## src/hw/rtl/rett_ram.sv

```systemverilog
// simple dual-port memory with registered read
`default_nettype none

module rett_ram #(
    parameter int DW = 24,
    parameter int AW = 7
) (
    input  logic          aclk,
    input  logic          we,
    input  logic [AW-1:0] waddr,
    input  logic [DW-1:0] wdata,
    input  logic          re,
    input  logic [AW-1:0] raddr,
    output logic [DW-1:0] rdata
);
    logic [DW-1:0] mem [2**AW];

    always_ff @(posedge aclk) begin
        if (we) begin
            mem[waddr] <= wdata;
        end
        if (re) begin
            rdata <= mem[raddr];
        end
    end

endmodule

`default_nettype wire

```

## config.mk

```make
export PLATFORM = sky130hd
export DESIGN_NAME = rett_ram
export DESIGN_NICKNAME = d
export VERILOG_FILES = /design/src/hw/rtl/rett_ram.sv
export SDC_FILE = /design/constraint.sdc
export NUM_CORES = 2
export LEC_CHECK = 0
export ABC_CLOCK_PERIOD_IN_PS = 3200
export BUFFER_PORTS_ARGS = -buffer_cell sky130_fd_sc_hd__clkbuf_2
export CAP_MARGIN = 20
export CORE_MARGIN = 2
export CORE_UTILIZATION = 25
export DETAILED_ROUTE_END_ITERATION = 7
export PLACE_DENSITY = 0.36
export SKIP_CTS_REPAIR_TIMING = 1
export SLEW_MARGIN = 20
export SYNTH_ARGS = -nofsm -noshare
export SYNTH_HDL_FRONTEND = slang
export SYNTH_SLANG_ARGS = --single-unit
```

## constraint.sdc

```tcl
create_clock -name aclk -period 3.2 [get_ports aclk]
set_clock_uncertainty 0.15 [all_clocks]
set_input_delay 0 -clock aclk [delete_from_list [all_inputs] [get_ports aclk]]
set_output_delay 0 -clock aclk [all_outputs]
set_load 0.01 [all_outputs]
```

======== Word-level counts from Yosys, hierarchy flattened ========
Memory sizes are Yosys's and may differ from the RTL's. A register that Yosys moved wholly into a read port is not among the register bits.
Index checks and enable logic that the tools add are counted.
storage, ports and cells
  word-level logic and storage cells ...... 3
  memories kept ........................... 1
  memory bits (writable) .................. 3072
  ROM bits ................................ 0
  input port bits ......................... 41
  output and inout port bits .............. 24
  latch bits .............................. 0
  flip-flop bits (word level) ............. 0
cells by class
  shifts and indexed selects .............. 0
  bitwise operators ....................... 0
  eq/ne operators ......................... 0
  $mul .................................... 0
  reduce and logical (&&, ||, !) cells .... 0
  multiplexer cells ....................... 2
  div/mod/pow operators ................... 0
  magnitude comparators ................... 0
  $add $sub $neg .......................... 0
memories
  name  words  width  rd ports  clocked after Yosys merged registers in  write ports  line  text
  mem   128    24     1         1                                        1            16    logic [DW-1:0] mem [2**AW];
operator list
  cell              number
  2-to-1 mux 1 bit  2

======== Logic depth before layout (Yosys ltp) ========
  word-level depth ........................ 2
  gate-level depth with buffers ........... 8
  gate-level depth less buffers ........... 4

======== Worst setup path before layout ========
No wires, ideal clock.
  path type ............................... in2reg
  from .................................... input port raddr[0]
  to ...................................... register rdata[0], read port of mem, data pin
  slack ................................... 0.274 ns
  data arrival time ....................... 2.517 ns
  setup time .............................. 0.260 ns
  path buffers ............................ 3
  cell stages on the path ................. 7
  required time ........................... 2.790 ns
  path through ............................ clkbuf_1 -> buf_2 -> clkbuf_1 -> mux4_2 -> mux4_2 -> mux4_2 -> mux2_2
RTL lines
  item             line  text
  start, declared  13    input logic [AW-1:0] raddr,
  end, declared    14    output logic [DW-1:0] rdata

==> run_results.csv <==
group,metric,value,unit
outcome,status,"finished clean",
global_route,grt_pass1_vias,56943,
sta,period_share,90.13,%
run,drv_cap,0,
layout,drive_gt1_share,39.59,%
power_and_ir_drop,swShare,22.15,%
power_and_ir_drop,power_switching,19830,µW
setup_path,end_kind,"register",
power_and_ir_drop,power_frac_seq,50.2,%
die,start_util,25.14,%
global_route,grt_pass1_wl,520.4,mm
global_route,busiest_layer,"met2",
die,core-area,467900,µm²
cts,cts.sinks,3096,
layout,multi_input_area,24630,µm²
global_route,antenna_found_initial,76,
setup_path,crit_slowest_cell,"mux4_2",
cts,cts_tree,"yes",
layout,register_area,92970,µm²
global_route,use_met1,22.58,%
cts,numCtsBuffers,351,
setup_path,crit_type,"register to register",
sta,hold_slack,31.29,ps
global_route,grtUsageMet3,2.918,%
setup_path,startpoint_type,"register",
global_route,grt_start_max_net_pins,129,
placed_design,hpwl,229.9,mm
cts,clockBufferDepth,4,
sta,final_max_slew_viol_count,0,
setup_path,crit_top_cell,"mux4_2",
yosys,synth.avg_cell_area,25.92,µm²
detailed_routing,drc,0,
power_and_ir_drop,p_clk_share,44.0,%
setup_path,path_cells,"mux4_2, mux4_2, mux4_2, mux2_2",
setup_path,cpPeakStageDelay,650,ps
cts,clk_latency,950,ps
sta,fin_ws,315.8,ps
detailed_routing,antenna_left,0,
cts,root_buffer,"clkbuf_16",
detailed_routing,vias,54260,
min_path,hp-class,"input port to register",
global_route,grt-ovfl-total,0,
power_and_ir_drop,internal-power,69710,µW
setup_path,crit_required,3740,ps
sta,finalHoldViolations,0,
layout,fillers,44611,
yosys,synth-seq-cells,3096,
setup_path,worstPathMaxFanout,1,
layout,syn2layout_area_growth,22.20,%
setup_path,crit_arrival,3430,ps
sta,fin_crit,2884,ps
layout,final_nets,5274,
sta,fmax,346.7,MHz
yosys,ys_warn_count,0,
placed_design,io_buffers,64,
sta,setup_viol,0,
placed_design,place_congestion,0.7237,
global_route,met2_usage,26.48,%
power_and_ir_drop,p_leak,0.04361,µW
die,die_h,689.9,µm
die,io_pins,65,
die,chipWidth,689.9,µm
yosys,synthCells,4538,
die,die_area,476000,µm²
yosys,yosys.cell_types.count,15,
detailed_routing,dr.first_iter.drc_count,5689,
placed_design,pre_cts_ws,-215.9,ps
detailed_routing,wirelength,387.3,mm
cts,path_clk_slew,60,ps
die,num_rows,251,
cts,htreeDepth,5,
yosys,syn-num-nets,4579,
sta,worstMarginPinSlew,1133,ps
power_and_ir_drop,max-vdd-ir-drop,0.3833,mV
sta,slew_headroom,24.48,%
yosys,yosysSeqAreaShare,79.04,%
global_route,track_usage,16.12,%
power_and_ir_drop,p_per_area,622.9,nW/µm²
detailed_routing,vias_per_cell,4.623,
sta,rsz0062_at_grt,"no",
power_and_ir_drop,p_comb_share,5.7,%
yosys,syn_area,117600,µm²
detailed_routing,first_pass_iters,7,
detailed_routing,post_drt_wl_per_cell,33.00,µm
[cell usage in the layout (no fill, tap or decap)]
cell type	count
edfxtp_1	3096
mux4_2	1008
clkbuf_16	355
buf_4	281
buf_12	219
nor2_4	119
clkinv_1	81
clkbuf_1	72
clkinv_2	55
dlygate4sd3_1	45
clkbuf_2	33
bufinv_16	30
diode_2	28
mux2_2	24
nand2_1	11
clkinv_8	10
clkinvlp_4	10
nor3_2	9
nand3_1	8
nor2b_1	7
inv_6	7
nand3_2	4
clkinv_16	4
clkinv_4	4
nor2_1	3
nand4_1	3
nand2_2	3
inv_16	3
buf_8	3
nand2b_1	2
or3_1	1
buf_2	1
[layout make-up]
class / instances / area share, %
antenna: 28 / 0.04875
tap: 6198 / 5.395
multi-input combinational: 1202 / 17.14
clock buffer: 427 / 6.368
timing repair buffer: 582 / 4.981
clock inverter: 204 / 1.388
sequential: 3096 / 64.68
[power groups by stage]
| stage | clock (µW) | combinational, µW | sequential [µW] |
|---|---|---|---|
| 2_1_floorplan | 0 | 2170 | 45700 |
| 3_3_place_gp | 0 | 5200 | 45800 |
| 3_5_place_dp | 0 | 5230 | 45800 |
| 4_1_cts | 40700 | 5240 | 45000 |
| 5_1_grt | 42200 | 5420 | 45000 |
| 6_report | 39400 | 5120 | 45000 |
[routing by layer]
metal	vias up	wire [µm]
met4	10	6311
li1	21488	-
met5	-	54
met1	30906	173700
met2	1484	186500
met3	372	20790
[metrics by stage]
step	std cells	util [%]	setup TNS [ps]	instance area, µm²	power, µW
2_1_floorplan	4538	-	0	117600	47910
3_3_place_gp	11033	28.22	-1535	132100	51040
3_5_place_dp	11033	28.22	-1551	132100	51080
4_1_cts	11664	30.61	0	143200	90920
5_1_grt	11719	30.71	0	143700	92610
6_report	11737	30.72	0	143700	89540
[kinds of logic after synthesis]
kind of cell / count (synthesis) / synth area share [%]
simple gates: 170 / 0.5925
flops: 3096 / 79.04
mux: 1032 / 19.53
buf+inv: 240 / 0.8361
[worst paths after layout]
kind                                    to         start  slack (ps)  cells after the start
worst max-delay path              rdata[3]    mem[45][3]         320                      4
worst min-delay path            mem[67][2]      wdata[2]          30                      2
worst max register to register    rdata[3]    mem[45][3]         320                      4
worst min register to register   rdata[20]  mem[110][20]        1080                      4
[worst max-delay path, delay by kind of cell, from the launching register on]
kind   cells  cell delay (ps)
flops      1              360
mux        4             2100
[sequential cells by signal (all words and copies together), names as in the netlist]
signal / count
mem: 3072
rdata: 24
[Yosys cell counts]
cell type / n / area (µm²)
mux2_2: 24 / 270.3
nand2b_1: 2 / 12.51
buf_1: 28 / 105.1
nand4_1: 3 / 18.77
or3_1: 1 / 6.260
edfxtp_1: 3096 / 92970
nor2b_1: 7 / 43.79
nand3_1: 12 / 60.06
nor2_1: 122 / 457.9
clkbuf_1: 151 / 566.8
buf_2: 60 / 300.3
mux4_2: 1008 / 22700
nand2_1: 14 / 52.55
nor3_1: 9 / 45.04
buf_6: 1 / 11.26
(Power assumes the default switching activity.)
