File: src/hw/rtl/rett_pkg.sv
// types, constants and defaults shared by the trip tracker modules
`default_nettype none

package rett_pkg;

    localparam int DEF_MAX_REPLICAS = 64;
    localparam int DEF_MAX_DIMS     = 2;
    localparam int DEF_COUNT_BITS   = 24;

    localparam int FRAME_W    = 24;
    localparam int IDX_IN_W   = 6;
    localparam int LOC_W      = 2;
    localparam int OUT_W      = 24;
    localparam int S_TDATA_W  = 64;
    localparam int M_TDATA_W  = 120;

    localparam logic [LOC_W-1:0] LOC_BOTTOM = 2'd1;
    localparam logic [LOC_W-1:0] LOC_TOP    = 2'd2;

    typedef enum logic [1:0] {
        TRIP_UNKNOWN = 2'd0,
        TRIP_BOTTOM  = 2'd1,
        TRIP_TOP     = 2'd2
    } trip_st_t;

    typedef enum logic [0:0] {
        ALU_INC_SAT = 1'b0,
        ALU_SUB     = 1'b1
    } alu_op_t;

    typedef enum logic [3:0] {
        ST_CLEAR,
        ST_IDLE,
        ST_READ,
        ST_ATT,
        ST_UP,
        ST_DOWN,
        ST_RES,
        ST_TRIP,
        ST_OUT
    } seq_st_t;

    typedef struct packed {
        logic in_ready;
        logic clr_we;
        logic rd_en;
        logic step_att;
        logic step_up;
        logic step_down;
        logic step_res;
        logic step_trip;
        logic out_load;
    } ctrl_t;

endpackage

`default_nettype wire

File: src/hw/rtl/rett_alu.sv
// shared saturating incrementer and frame subtractor
`default_nettype none

module rett_alu #(
    parameter int COUNT_BITS = rett_pkg::DEF_COUNT_BITS,
    parameter int UW         = 24
) (
    input  rett_pkg::alu_op_t op,
    input  logic [UW-1:0]     a,
    input  logic [UW-1:0]     b,
    output logic [UW-1:0]     y
);
    import rett_pkg::*;

    localparam logic [UW-1:0] CNT_MAX = UW'((64'd1 << COUNT_BITS) - 64'd1);

    logic [UW-1:0] diff;

    assign diff = a - b;

    always_comb begin
        case (op)
            ALU_INC_SAT: y = (a >= CNT_MAX) ? CNT_MAX : a + UW'(1);
            ALU_SUB:     y = UW'(diff[FRAME_W-1:0]);
            default:     y = '0;
        endcase
    end

endmodule

`default_nettype wire

File: config.mk
export PLATFORM = sky130hd
export DESIGN_NAME = rett_alu
export DESIGN_NICKNAME = d
export VERILOG_FILES = /design/src/hw/rtl/rett_pkg.sv /design/src/hw/rtl/rett_alu.sv
export SDC_FILE = /design/constraint.sdc
export NUM_CORES = 1
export LEC_CHECK = 0
export CORE_MARGIN = 2
export CORE_UTILIZATION = 55
export DETAILED_ROUTE_END_ITERATION = 7
export DONT_BUFFER_PORTS = 1
export PLACE_DENSITY = 0.79
export SETUP_SLACK_MARGIN = 0.15
export SYNTH_ARGS = -nofsm -noshare
export SYNTH_HDL_FRONTEND = slang
export SYNTH_SLANG_ARGS = --single-unit
File: constraint.sdc
create_clock -name vclk -period 3.63
set_input_delay 0.726 -clock vclk [all_inputs]
set_output_delay 0.726 -clock vclk [all_outputs]
set_load 0.05 [all_outputs]
# Yosys cells after proc, flatten, opt, wreduce, memory -nomap -nowiden
# Cells that the tools add are included.
# word_totals
register_bits	0
input_bits	49
output_inout_bits	24
elab_cells	6
# classes
addsub	2
n_lt_le_gt_ge	1
n_mux	2
n_bitwise	1
# op_table
cell	count
case mux 24 bit (2 select lines)	1
adder 24 x 1 -> 24 bit (second input constant)	1
>= comparator 24 bit (second input constant)	1
2-to-1 mux 24 bit	1
subtractor 24 bit	1
NOT 1 bit	1

# Depth between registers and ports, before layout
# depth
word_depth	3
mapped_depth	10
mapped_depth_nobuf	10

# Worst setup path before layout
# No wires, ideal clock.
# synth_timing
path_type	input port to output port
start	in b[6]
end	out y[15]
t_arrival_ns	3.414
t_required_ns	2.904
slack_ns	-0.510
path_stages	8
n_path_buf	0
path_cell_list	inv_1 > ha_1 > a21o_1 > nor3_1 > a211oi_1 > a211oi_1 > a21oi_1 > a211oi_1
# synth_via
elab_chain_len	2
# synth_lines
item	line_no	text
from (decl)	rett_alu.sv:10	input logic [UW-1:0] b,
subtractor 24 bit	rett_alu.sv:19	assign diff = a - b;
case mux 24 bit (2 select lines)	rett_alu.sv:22	case (op)
to (decl)	rett_alu.sv:11	output logic [UW-1:0] y
# No other way between the ends.

# Worst setup path after layout
# layout_timing
start	in b[8]
end	out y[19]
# Same word-level chain as after synthesis.

==> results.sh <==
export IMPL_outcome="finished, final reports clean"
export IMPL_startpoint_type="input pin"
export IMPL_utilization_pct=71.25
export IMPL_timing_final_max_slew_violations=0
export IMPL_finalSetupTns_ns=0
export IMPL_max_freq_ghz=0.2887
export IMPL_portBuffers=0
export IMPL_pwr_share_clk_pct=0
export IMPL_wirelength_um=6722
export IMPL_place_congestion=0.9928
export IMPL_crit_fanout=5
export IMPL_layout_common_cells="35 x inv_1, 31 x nand2_1, 30 x buf_4"
export IMPL_finish_net_count=433
export IMPL_yosys_warnings=0
export IMPL_post_route_period_util_pct=95.42
export IMPL_seq_area_frac_synth_pct=0
export IMPL_hold_viol=0
export IMPL_synthDistinctLibCells=53
export IMPL_route_vias_total=2595
export IMPL_nFillCells=313
export IMPL_intPower_uw=216.5
export IMPL_drc=0
export IMPL_power_per_cell_area_mw_per_mm2=215.3
export IMPL_drive_above_1_share_pct=18.21
export IMPL_detail_route_wl_per_cell_um=16.60
export IMPL_critical_path_arrival_ns=2.74
export IMPL_vdd_drop_max_mv=0.1290
export IMPL_layout_min_cycle_time_ns=3.464
export IMPL_clockBufferCount=0
export IMPL_drv_cap=0
export IMPL_die_area_mm2=0.004446
export IMPL_place_hpwl_um=5211
export IMPL_viasPerCell=6.407
export IMPL_drtAntennaViolNets=0
export IMPL_switchingPower_uw=353.5
export IMPL_grt_max_degree=43
export IMPL_synth_cell_area_mm2=0.002161
export IMPL_end_kind="primary output"
export IMPL_setup_viol=0
export IMPL_grt_pass1_wl_um=10580
export IMPL_drtIter0Drc=263
export IMPL_syn_nets=406
export IMPL_grtUsageTotal_pct=29.35
export IMPL_slew_headroom_pct=58.80
export IMPL_grt_overflow=0
export IMPL_swShare_pct=62.02
export IMPL_postCtsHoldBufs=0
export IMPL_dieHeight_um=66.68
export IMPL_start_util_pct=58.15
export IMPL_synthCells=332
export IMPL_p_comb_share_pct=100.0
export IMPL_dr_pass1_iters=4
export IMPL_regArea_um2=0
export IMPL_diodes=0
export IMPL_grt_setup_unrepaired="true"
export IMPL_cellLeakagePower_uw=0.001184
export IMPL_coreArea_mm2=0.003716
export IMPL_pwr_share_seq_pct=0
export IMPL_syn_to_final_growth_pct=22.52
export IMPL_worstSetupPathType="in -> out"
export IMPL_layout_commonest_cell="inv_1"
export IMPL_hold_path_class="in -> out"
export IMPL_num_rows=22
export IMPL_multiInputGateArea_mm2=0.002147
export IMPL_grt_pass1_vias=2469
export IMPL_ios=73
export IMPL_antenna_found_initial=0
export IMPL_tightest_slew_ns=0.6174
export IMPL_required_ns=2.90
export IMPL_nFlopsAndLatches=0
export IMPL_avgSynthCellArea_um2=6.509
export IMPL_die_w_um=66.68
==> layout make-up <==
| type | count | area share, % |
|---|---|---|
| Multi-Input combinational cell | 287 | 81.10 |
| Timing Repair Buffer | 34 | 11.53 |
| Inverter | 36 | 5.104 |
| Tap cell | 48 | 2.268 |
==> critical path, stage by stage <==
cell	delay [ns]
inv_1	0.02
ha_1	0.36
nand2_1	0.13
or2_1	0.32
a211oi_2	0.27
a211oi_2	0.13
buf_4	0.16
and4_1	0.21
nor3_4	0.17
buf_4	0.22
==> worst paths after layout <==
path | start | end | slack [ns] | cells after the start
setup / recovery | b[8] | y[19] | 0.17 | 10
hold / removal | op | y[10] | 1.57 | 1
==> power by group through the flow <==
stage	Sequential [uW]	Combinational, uW	Clock (uW)
floorplan	0	405	0
global placement	0	525	0
detailed placement	0	535	0
CTS	0	541	0
global route	0	609	0
finish	0	570	0
==> cells in the mapped netlist (2+ instances only) <==
library cell / instances / area (um^2)
a211o_1: 2 / 17.52
a211oi_1: 9 / 67.56
a21o_1: 11 / 82.58
a21oi_1: 25 / 125.1
a22oi_1: 6 / 45.04
a31o_2: 2 / 17.52
a31oi_1: 4 / 25.02
and2_1: 2 / 12.51
and3_1: 5 / 31.28
and4_1: 8 / 70.07
clkbuf_1: 7 / 26.28
ha_1: 24 / 300.3
inv_1: 36 / 135.1
mux2i_1: 4 / 40.04
nand2_1: 31 / 116.4
nand2b_1: 5 / 31.28
nand3_1: 19 / 95.09
nand3b_1: 2 / 15.01
nand4_1: 7 / 43.79
nor2_1: 19 / 71.32
nor3_1: 14 / 70.07
nor4_1: 2 / 12.51
o211ai_1: 4 / 30.03
o21a_1: 5 / 37.54
o21ai_0: 18 / 90.09
o21bai_1: 3 / 22.52
o22ai_1: 2 / 12.51
or2_1: 2 / 12.51
or3_1: 3 / 18.77
xnor2_1: 18 / 157.7
xor2_1: 11 / 96.34
==> timing repair <==
action | 4_1_cts | 5_1_grt
cloned | 0 | 0
buffers inserted | 0 | 3
gates resized for setup | 2 | 15
setup endpoints to repair | 9 | 14
pin swaps | 0 | 7
==> layer usage <==
layer,routed length (um),global-route usage [%],share of wire (%)
met5,0,0,0
met4,68,5.357,1.0
met2,3302,53.37,49
met1,2811,37.41,42
met3,540,2.872,8.0
==> stage by stage <==
step | hold slack [ns] | setup WS, ns | total power (uW) | std cells | cell area [um^2]
final | 1.570 | 0.1663 | 570.0 | 405 | 2648
after floorplan | 1.735 | 0.03771 | 405.3 | 332 | 2237
after global placement | 1.555 | 0.1381 | 525.3 | 402 | 2541
after detailed placement | 1.555 | 0.05034 | 534.9 | 402 | 2541
after CTS | 1.555 | 0.1075 | 540.9 | 402 | 2555
after global routing | 1.560 | 0.03160 | 608.8 | 405 | 2648
==> logic make-up after synthesis <==
kind of cell | share of synthesized area, %
AND/OR/NAND/NOR | 32.77
adder cells (fa/ha/maj) | 14.82
buffers and inverters | 8.049
AO/OA/AOI/OAI | 30.75
multiplexers | 1.853
XOR/XNOR | 11.75
Note: power is estimated with default switching activity, not from simulation.
