### config.mk
export PLATFORM = sky130hd
export DESIGN_NAME = rett_ctrl
export DESIGN_NICKNAME = d
export VERILOG_FILES = /design/src/hw/rtl/rett_pkg.sv /design/src/hw/rtl/rett_ctrl.sv
export SDC_FILE = /design/constraint.sdc
export NUM_CORES = 1
export LEC_CHECK = 0
export ABC_CLOCK_PERIOD_IN_PS = 1790
export BUFFER_PORTS_ARGS = -buffer_cell sky130_fd_sc_hd__buf_2
export CAP_MARGIN = 20
export CORE_ASPECT_RATIO = 0.6
export CORE_MARGIN = 2
export CORE_UTILIZATION = 36
export DETAILED_ROUTE_END_ITERATION = 10
export SYNTH_ARGS = -nofsm -noshare
export SYNTH_HDL_FRONTEND = slang
export SYNTH_SLANG_ARGS = --single-unit
### constraint.sdc
create_clock -name aclk -period 1.79 [get_ports aclk]
set_input_delay 0.358 -clock aclk [delete_from_list [all_inputs] [get_ports aclk]]
set_output_delay 0.358 -clock aclk [all_outputs]
set_load 0.05 [all_outputs]
### src/hw/rtl/rett_pkg.sv
// types, constants and defaults shared by the trip tracker modules
`default_nettype none

package rett_pkg;

    localparam int DEF_MAX_REPLICAS = 64;
    localparam int DEF_MAX_DIMS     = 2;
    localparam int DEF_COUNT_BITS   = 24;

    localparam int FRAME_W    = 24;
    localparam int IDX_IN_W   = 6;
    localparam int LOC_W      = 2;
    localparam int OUT_W      = 24;
    localparam int S_TDATA_W  = 64;
    localparam int M_TDATA_W  = 120;

    localparam logic [LOC_W-1:0] LOC_BOTTOM = 2'd1;
    localparam logic [LOC_W-1:0] LOC_TOP    = 2'd2;

    typedef enum logic [1:0] {
        TRIP_UNKNOWN = 2'd0,
        TRIP_BOTTOM  = 2'd1,
        TRIP_TOP     = 2'd2
    } trip_st_t;

    typedef enum logic [0:0] {
        ALU_INC_SAT = 1'b0,
        ALU_SUB     = 1'b1
    } alu_op_t;

    typedef enum logic [3:0] {
        ST_CLEAR,
        ST_IDLE,
        ST_READ,
        ST_ATT,
        ST_UP,
        ST_DOWN,
        ST_RES,
        ST_TRIP,
        ST_OUT
    } seq_st_t;

    typedef struct packed {
        logic in_ready;
        logic clr_we;
        logic rd_en;
        logic step_att;
        logic step_up;
        logic step_down;
        logic step_res;
        logic step_trip;
        logic out_load;
    } ctrl_t;

endpackage

`default_nettype wire

### src/hw/rtl/rett_ctrl.sv
// sequencer for clearing pass and per-record steps
`default_nettype none

module rett_ctrl #(
    parameter int CLRW = 12
) (
    input  logic              aclk,
    input  logic              aresetn,
    input  logic              s_tvalid,
    input  logic              out_free,
    output rett_pkg::ctrl_t   ctrl,
    output logic [CLRW-1:0]   clr_addr
);
    import rett_pkg::*;

    seq_st_t         state_reg, state_next;
    logic [CLRW-1:0] clr_cnt_reg, clr_cnt_next;

    always_ff @(posedge aclk) begin
        if (!aresetn) begin
            state_reg   <= ST_CLEAR;
            clr_cnt_reg <= '0;
        end else begin
            state_reg   <= state_next;
            clr_cnt_reg <= clr_cnt_next;
        end
    end

    assign clr_cnt_next = (state_reg == ST_CLEAR) ? clr_cnt_reg + CLRW'(1) : clr_cnt_reg;
    assign clr_addr     = clr_cnt_reg;

    always_comb begin
        state_next = state_reg;
        case (state_reg)
            ST_CLEAR: if (&clr_cnt_reg) state_next = ST_IDLE;
            ST_IDLE:  if (s_tvalid) state_next = ST_READ;
            ST_READ:  state_next = ST_ATT;
            ST_ATT:   state_next = ST_UP;
            ST_UP:    state_next = ST_DOWN;
            ST_DOWN:  state_next = ST_RES;
            ST_RES:   state_next = ST_TRIP;
            ST_TRIP:  state_next = ST_OUT;
            ST_OUT:   if (out_free) state_next = ST_IDLE;
            default:  state_next = ST_CLEAR;
        endcase
    end

    always_comb begin
        ctrl = '0;
        case (state_reg)
            ST_CLEAR: ctrl.clr_we    = 1'b1;
            ST_IDLE:  ctrl.in_ready  = 1'b1;
            ST_READ:  ctrl.rd_en     = 1'b1;
            ST_ATT:   ctrl.step_att  = 1'b1;
            ST_UP:    ctrl.step_up   = 1'b1;
            ST_DOWN:  ctrl.step_down = 1'b1;
            ST_RES:   ctrl.step_res  = 1'b1;
            ST_TRIP:  ctrl.step_trip = 1'b1;
            ST_OUT:   ctrl.out_load  = out_free;
            default:  ctrl = '0;
        endcase
    end

endmodule

`default_nettype wire

# Word level (Yosys, flattened, before mapping)
# Cells that the tools add are included.
[op_classes]
n_addsub = 1
eq_ne = 11
mux = 13
reduce_logical = 3
[ops]
columns = ["operator", "n"]
rows = [
  ["4-bit case mux with 9 select lines", 1],
  ["4-bit by 3-bit equality test with 1-bit output (second input constant)", 4],
  ["12-bit by 1-bit adder with 12-bit output (second input constant)", 1],
  ["4-bit 2-to-1 mux", 3],
  ["12-bit AND reduction", 1],
  ["1-bit 2-to-1 mux", 9],
  ["4-bit by 2-bit equality test with 1-bit output (second input constant)", 2],
  ["4-bit by 1-bit equality test with 1-bit output (second input constant)", 1],
  ["4-bit equality test (second input constant)", 1],
  ["4-bit zero test", 1],
  ["2-bit inequality test (second input constant)", 2],
  ["3-bit AND reduction", 1],
  ["2-bit by 1-bit inequality test with 1-bit output (second input constant)", 1],
]
[totals]
reg_bits = 16
input_bits = 4
out_inout_bits = 21
elab_cells = 30

# Depth between registers and ports, before layout
[depth]
word_depth = 3
mapped_depth = 6
mapped_depth_nobuf = 5

# Worst setup path before layout
# No wires, ideal clock.
[synth_path]
path_type = "register -> output"
from = "register state_reg[2]"
to = "output port ctrl[4] in the netlist's numbering"
t_arrival_ns = 1.792
required_time_ns = 1.432
slack_ns = -0.360
stages_incl_launch_ff = 4
path_buffers = 1
cell_sequence = "dfxtp_1 clkbuf_1 nand2b_1 nor3_1"
[synth_rtl]
columns = ["element", "line_no", "source"]
rows = [
  ["from (decl)", "rett_ctrl.sv:16", "seq_st_t state_reg, state_next;"],
  ["from (signal assigned)", "rett_ctrl.sv:24", "state_reg <= state_next;"],
  ["to (decl)", "rett_ctrl.sv:11", "output rett_pkg::ctrl_t ctrl,"],
]

==> metrics.txt <==
largest net degree at the start of global routing 17; Int Pwr 530 uW; Yosys cell types 31; HPWL after DPL between 1000 and 1500 um; CP Class reg -> out; Die Footprint 0.00276 mm^2; number of global-route vias before repair about 660; cell area after layout 0.00111 mm^2; Most used DFF post-synth dfxtp_1; Max Cap Viol 0; synth warn 0; share of post-route cells with drive strength above 1 0.349; Inserted Clock Buffers 3; sequential-to-total area share from yosys stat 0.379; CTS root buf clkbuf_8; HP Class in -> reg; Ant. Diodes 0; CTS H-Tree Depth 1; # fillers 222; number of flip-flops in the largest register 12; Worst Max-Slew Pin Slew 0.391 ns; initial antenna violation count 0; CTS clock-pin slew for the worst setup and hold paths 0.06 ns; Final TNS setup 0 ns; Switch Pwr 168 uW; max-slew violations 0; Area after DPL around 0.0010 mm^2; Area Overhead vs Synth 32.0%; Clock power frac 0.389; PortBufs 24; final hold violation count 0; Mapped Area 845 um^2; Switching Share 0.241; WP data arrival about 1.4 ns; Req. time, crit path between 1 and 1.5 ns; Die Height 41.5 um; GP Congestion 0.826; first-pass GRT wire length about 3200 um; min Tclk post-route about 1.7 ns; Total Wirelength 1950 um; Peak VDD IR 0.255 mV; sequential power share 0.533; crit-path max FO 2; Post-Syn Nets 101; most frequent cells in the layout buf_2 (22), dfxtp_1 (14), and2_1 (9); PwrDens 626 mW/mm^2; DR vias/cell roughly 5.0; FF+latch count, synth 16; fin crit share 0.972; Leak Pwr 0.506 nW; EDFF count, synth 0; Comb power frac 0.077; Std-Cell Rows 13; CP Capture Type output pin; Starting DRT DRC Count 26; async set or reset register ratio after synthesis 0; drt pass-1 iters 4; Core Area 0.00220 mm^2; worst-path cell chain or4_4, clkinvlp_4, buf_8; Max stage delay on crit path 0.56 ns; most common cell after layout, fill and taps aside buf_2; DRC Markers 0; mean post-synth cell area 8.80 um^2; antenna viol nets, final 0; status completed; CP Launch Type flip-flop; Die Wd 66.5 um; drt wl/cell 12.5 um; Total Power 698 uW; maximum clock frequency between 0.5 and 0.6 GHz; IO Count 25; # clock sinks 16; Starting Density 0.385; CTS tree yes; Total GRT Usage 0.155; NumNets Final 133; detailed-route via count 774; GRT overflow 0; Rel. slew slack 0.736; clk_skew 0.00192 ns; Synth Instances 96; Worst-Skew Late Latency 0.25 ns; Max stage delay cell, worst path or4_4; clock buffer depth 2; final setup fails 0
-- kinds of logic (layout without fill, tap and decap cells) --
group | count (synthesis) | in the layout | share of synthesized area
simple gates | 54 | 54 | 0.387
flops | 16 | 16 | 0.379
xor+xnor | 10 | 10 | 0.104
compound gates | 7 | 7 | 0.0548
buf+inv | 7 | 37 | 0.0489
fa+ha+maj | 1 | 1 | 0.0148
mux | 1 | 1 | 0.0119
-- Yosys cell counts (all sizes together), types with 3 or more instances --
cell type,instances,area [um^2]
xor2,6,52.6
nand2,7,26.3
nand3,4,20.0
nor2,8,30.0
dfxtp,16,320
nand2b,5,31.3
and2,9,56.3
inv,3,11.3
xnor2,4,35.0
nor4,4,40.0
nor3,9,55.1
-- per-stage QoR --
step / hold slack, ns / setup WS [ns] / util / std cells
CTS: 0.443 / 0.00623 / 0.488 / 155
finish: 0.456 / 0.0504 / 0.508 / 156
floorplan: 0.504 / -0.166 / - / 96
global route: 0.460 / -0.00342 / 0.508 / 156
global placement: 0.470 / 0.103 / 0.462 / 150
detailed placement: 0.486 / 0.0769 / 0.462 / 150
-- metal layers --
layer,vias to the layer above,routed length (um),global-route usage
met3,4,102,0.0569
li1,393,-,-
met1,361,1000,0.218
met4,0,27,0.0612
met5,-,0,0
met2,16,817,0.212
-- critical path: cells and delay by family (launching register included) --
family / cells / cell delay [ns]
flops: 1 / 0.31
buf+inv: 2 / 0.25
simple gates: 1 / 0.56
-- layout make-up --
| type | instances | area (um^2) | area share |
|---|---|---|---|
| Multi-Input combinational cell | 73 | 509 | 0.457 |
| Sequential cell | 16 | 323 | 0.290 |
| Timing Repair Buffer | 31 | 189 | 0.169 |
| Clock buffer | 3 | 41.3 | 0.0370 |
| Tap cell | 30 | 37.5 | 0.0337 |
| Inverter | 3 | 15.0 | 0.0135 |
-- power groups by stage --
stage	clock [mW]	sequential [mW]	combinational (mW)
after CTS	0.285	0.372	0.0544
final	0.272	0.372	0.0538
after global routing	0.296	0.373	0.0588
after floorplan	0	0.401	0.0169
after global placement	0	0.380	0.0533
after detailed placement	0	0.380	0.0543
-- worst paths after layout --
path / from / end / slack [ns] / cells past startpoint
hold / removal: s_tvalid / state_reg[1]$_SDFFE_PN0P_ / 0.46 / 3
setup reg to reg: state_reg[0]$_SDFFE_PN0P_ / clr_addr[10]$_SDFFE_PN0N_ / 0.10 / 5
setup / recovery: state_reg[0]$_SDFFE_PN0P_ / ctrl[7] / 0.05 / 3
hold reg to reg: clr_addr[11]$_SDFFE_PN0N_ / clr_addr[11]$_SDFFE_PN0N_ / 0.49 / 2
-- timing repair --
item,4_1_cts,5_1_grt
pin swaps,1,0
setup buffers,2,1
hold buffers,0,0
gates resized for setup,1,8
endpoints found under the setup margin,1,5
No activity file was read; power rests on OpenSTA's default activity.
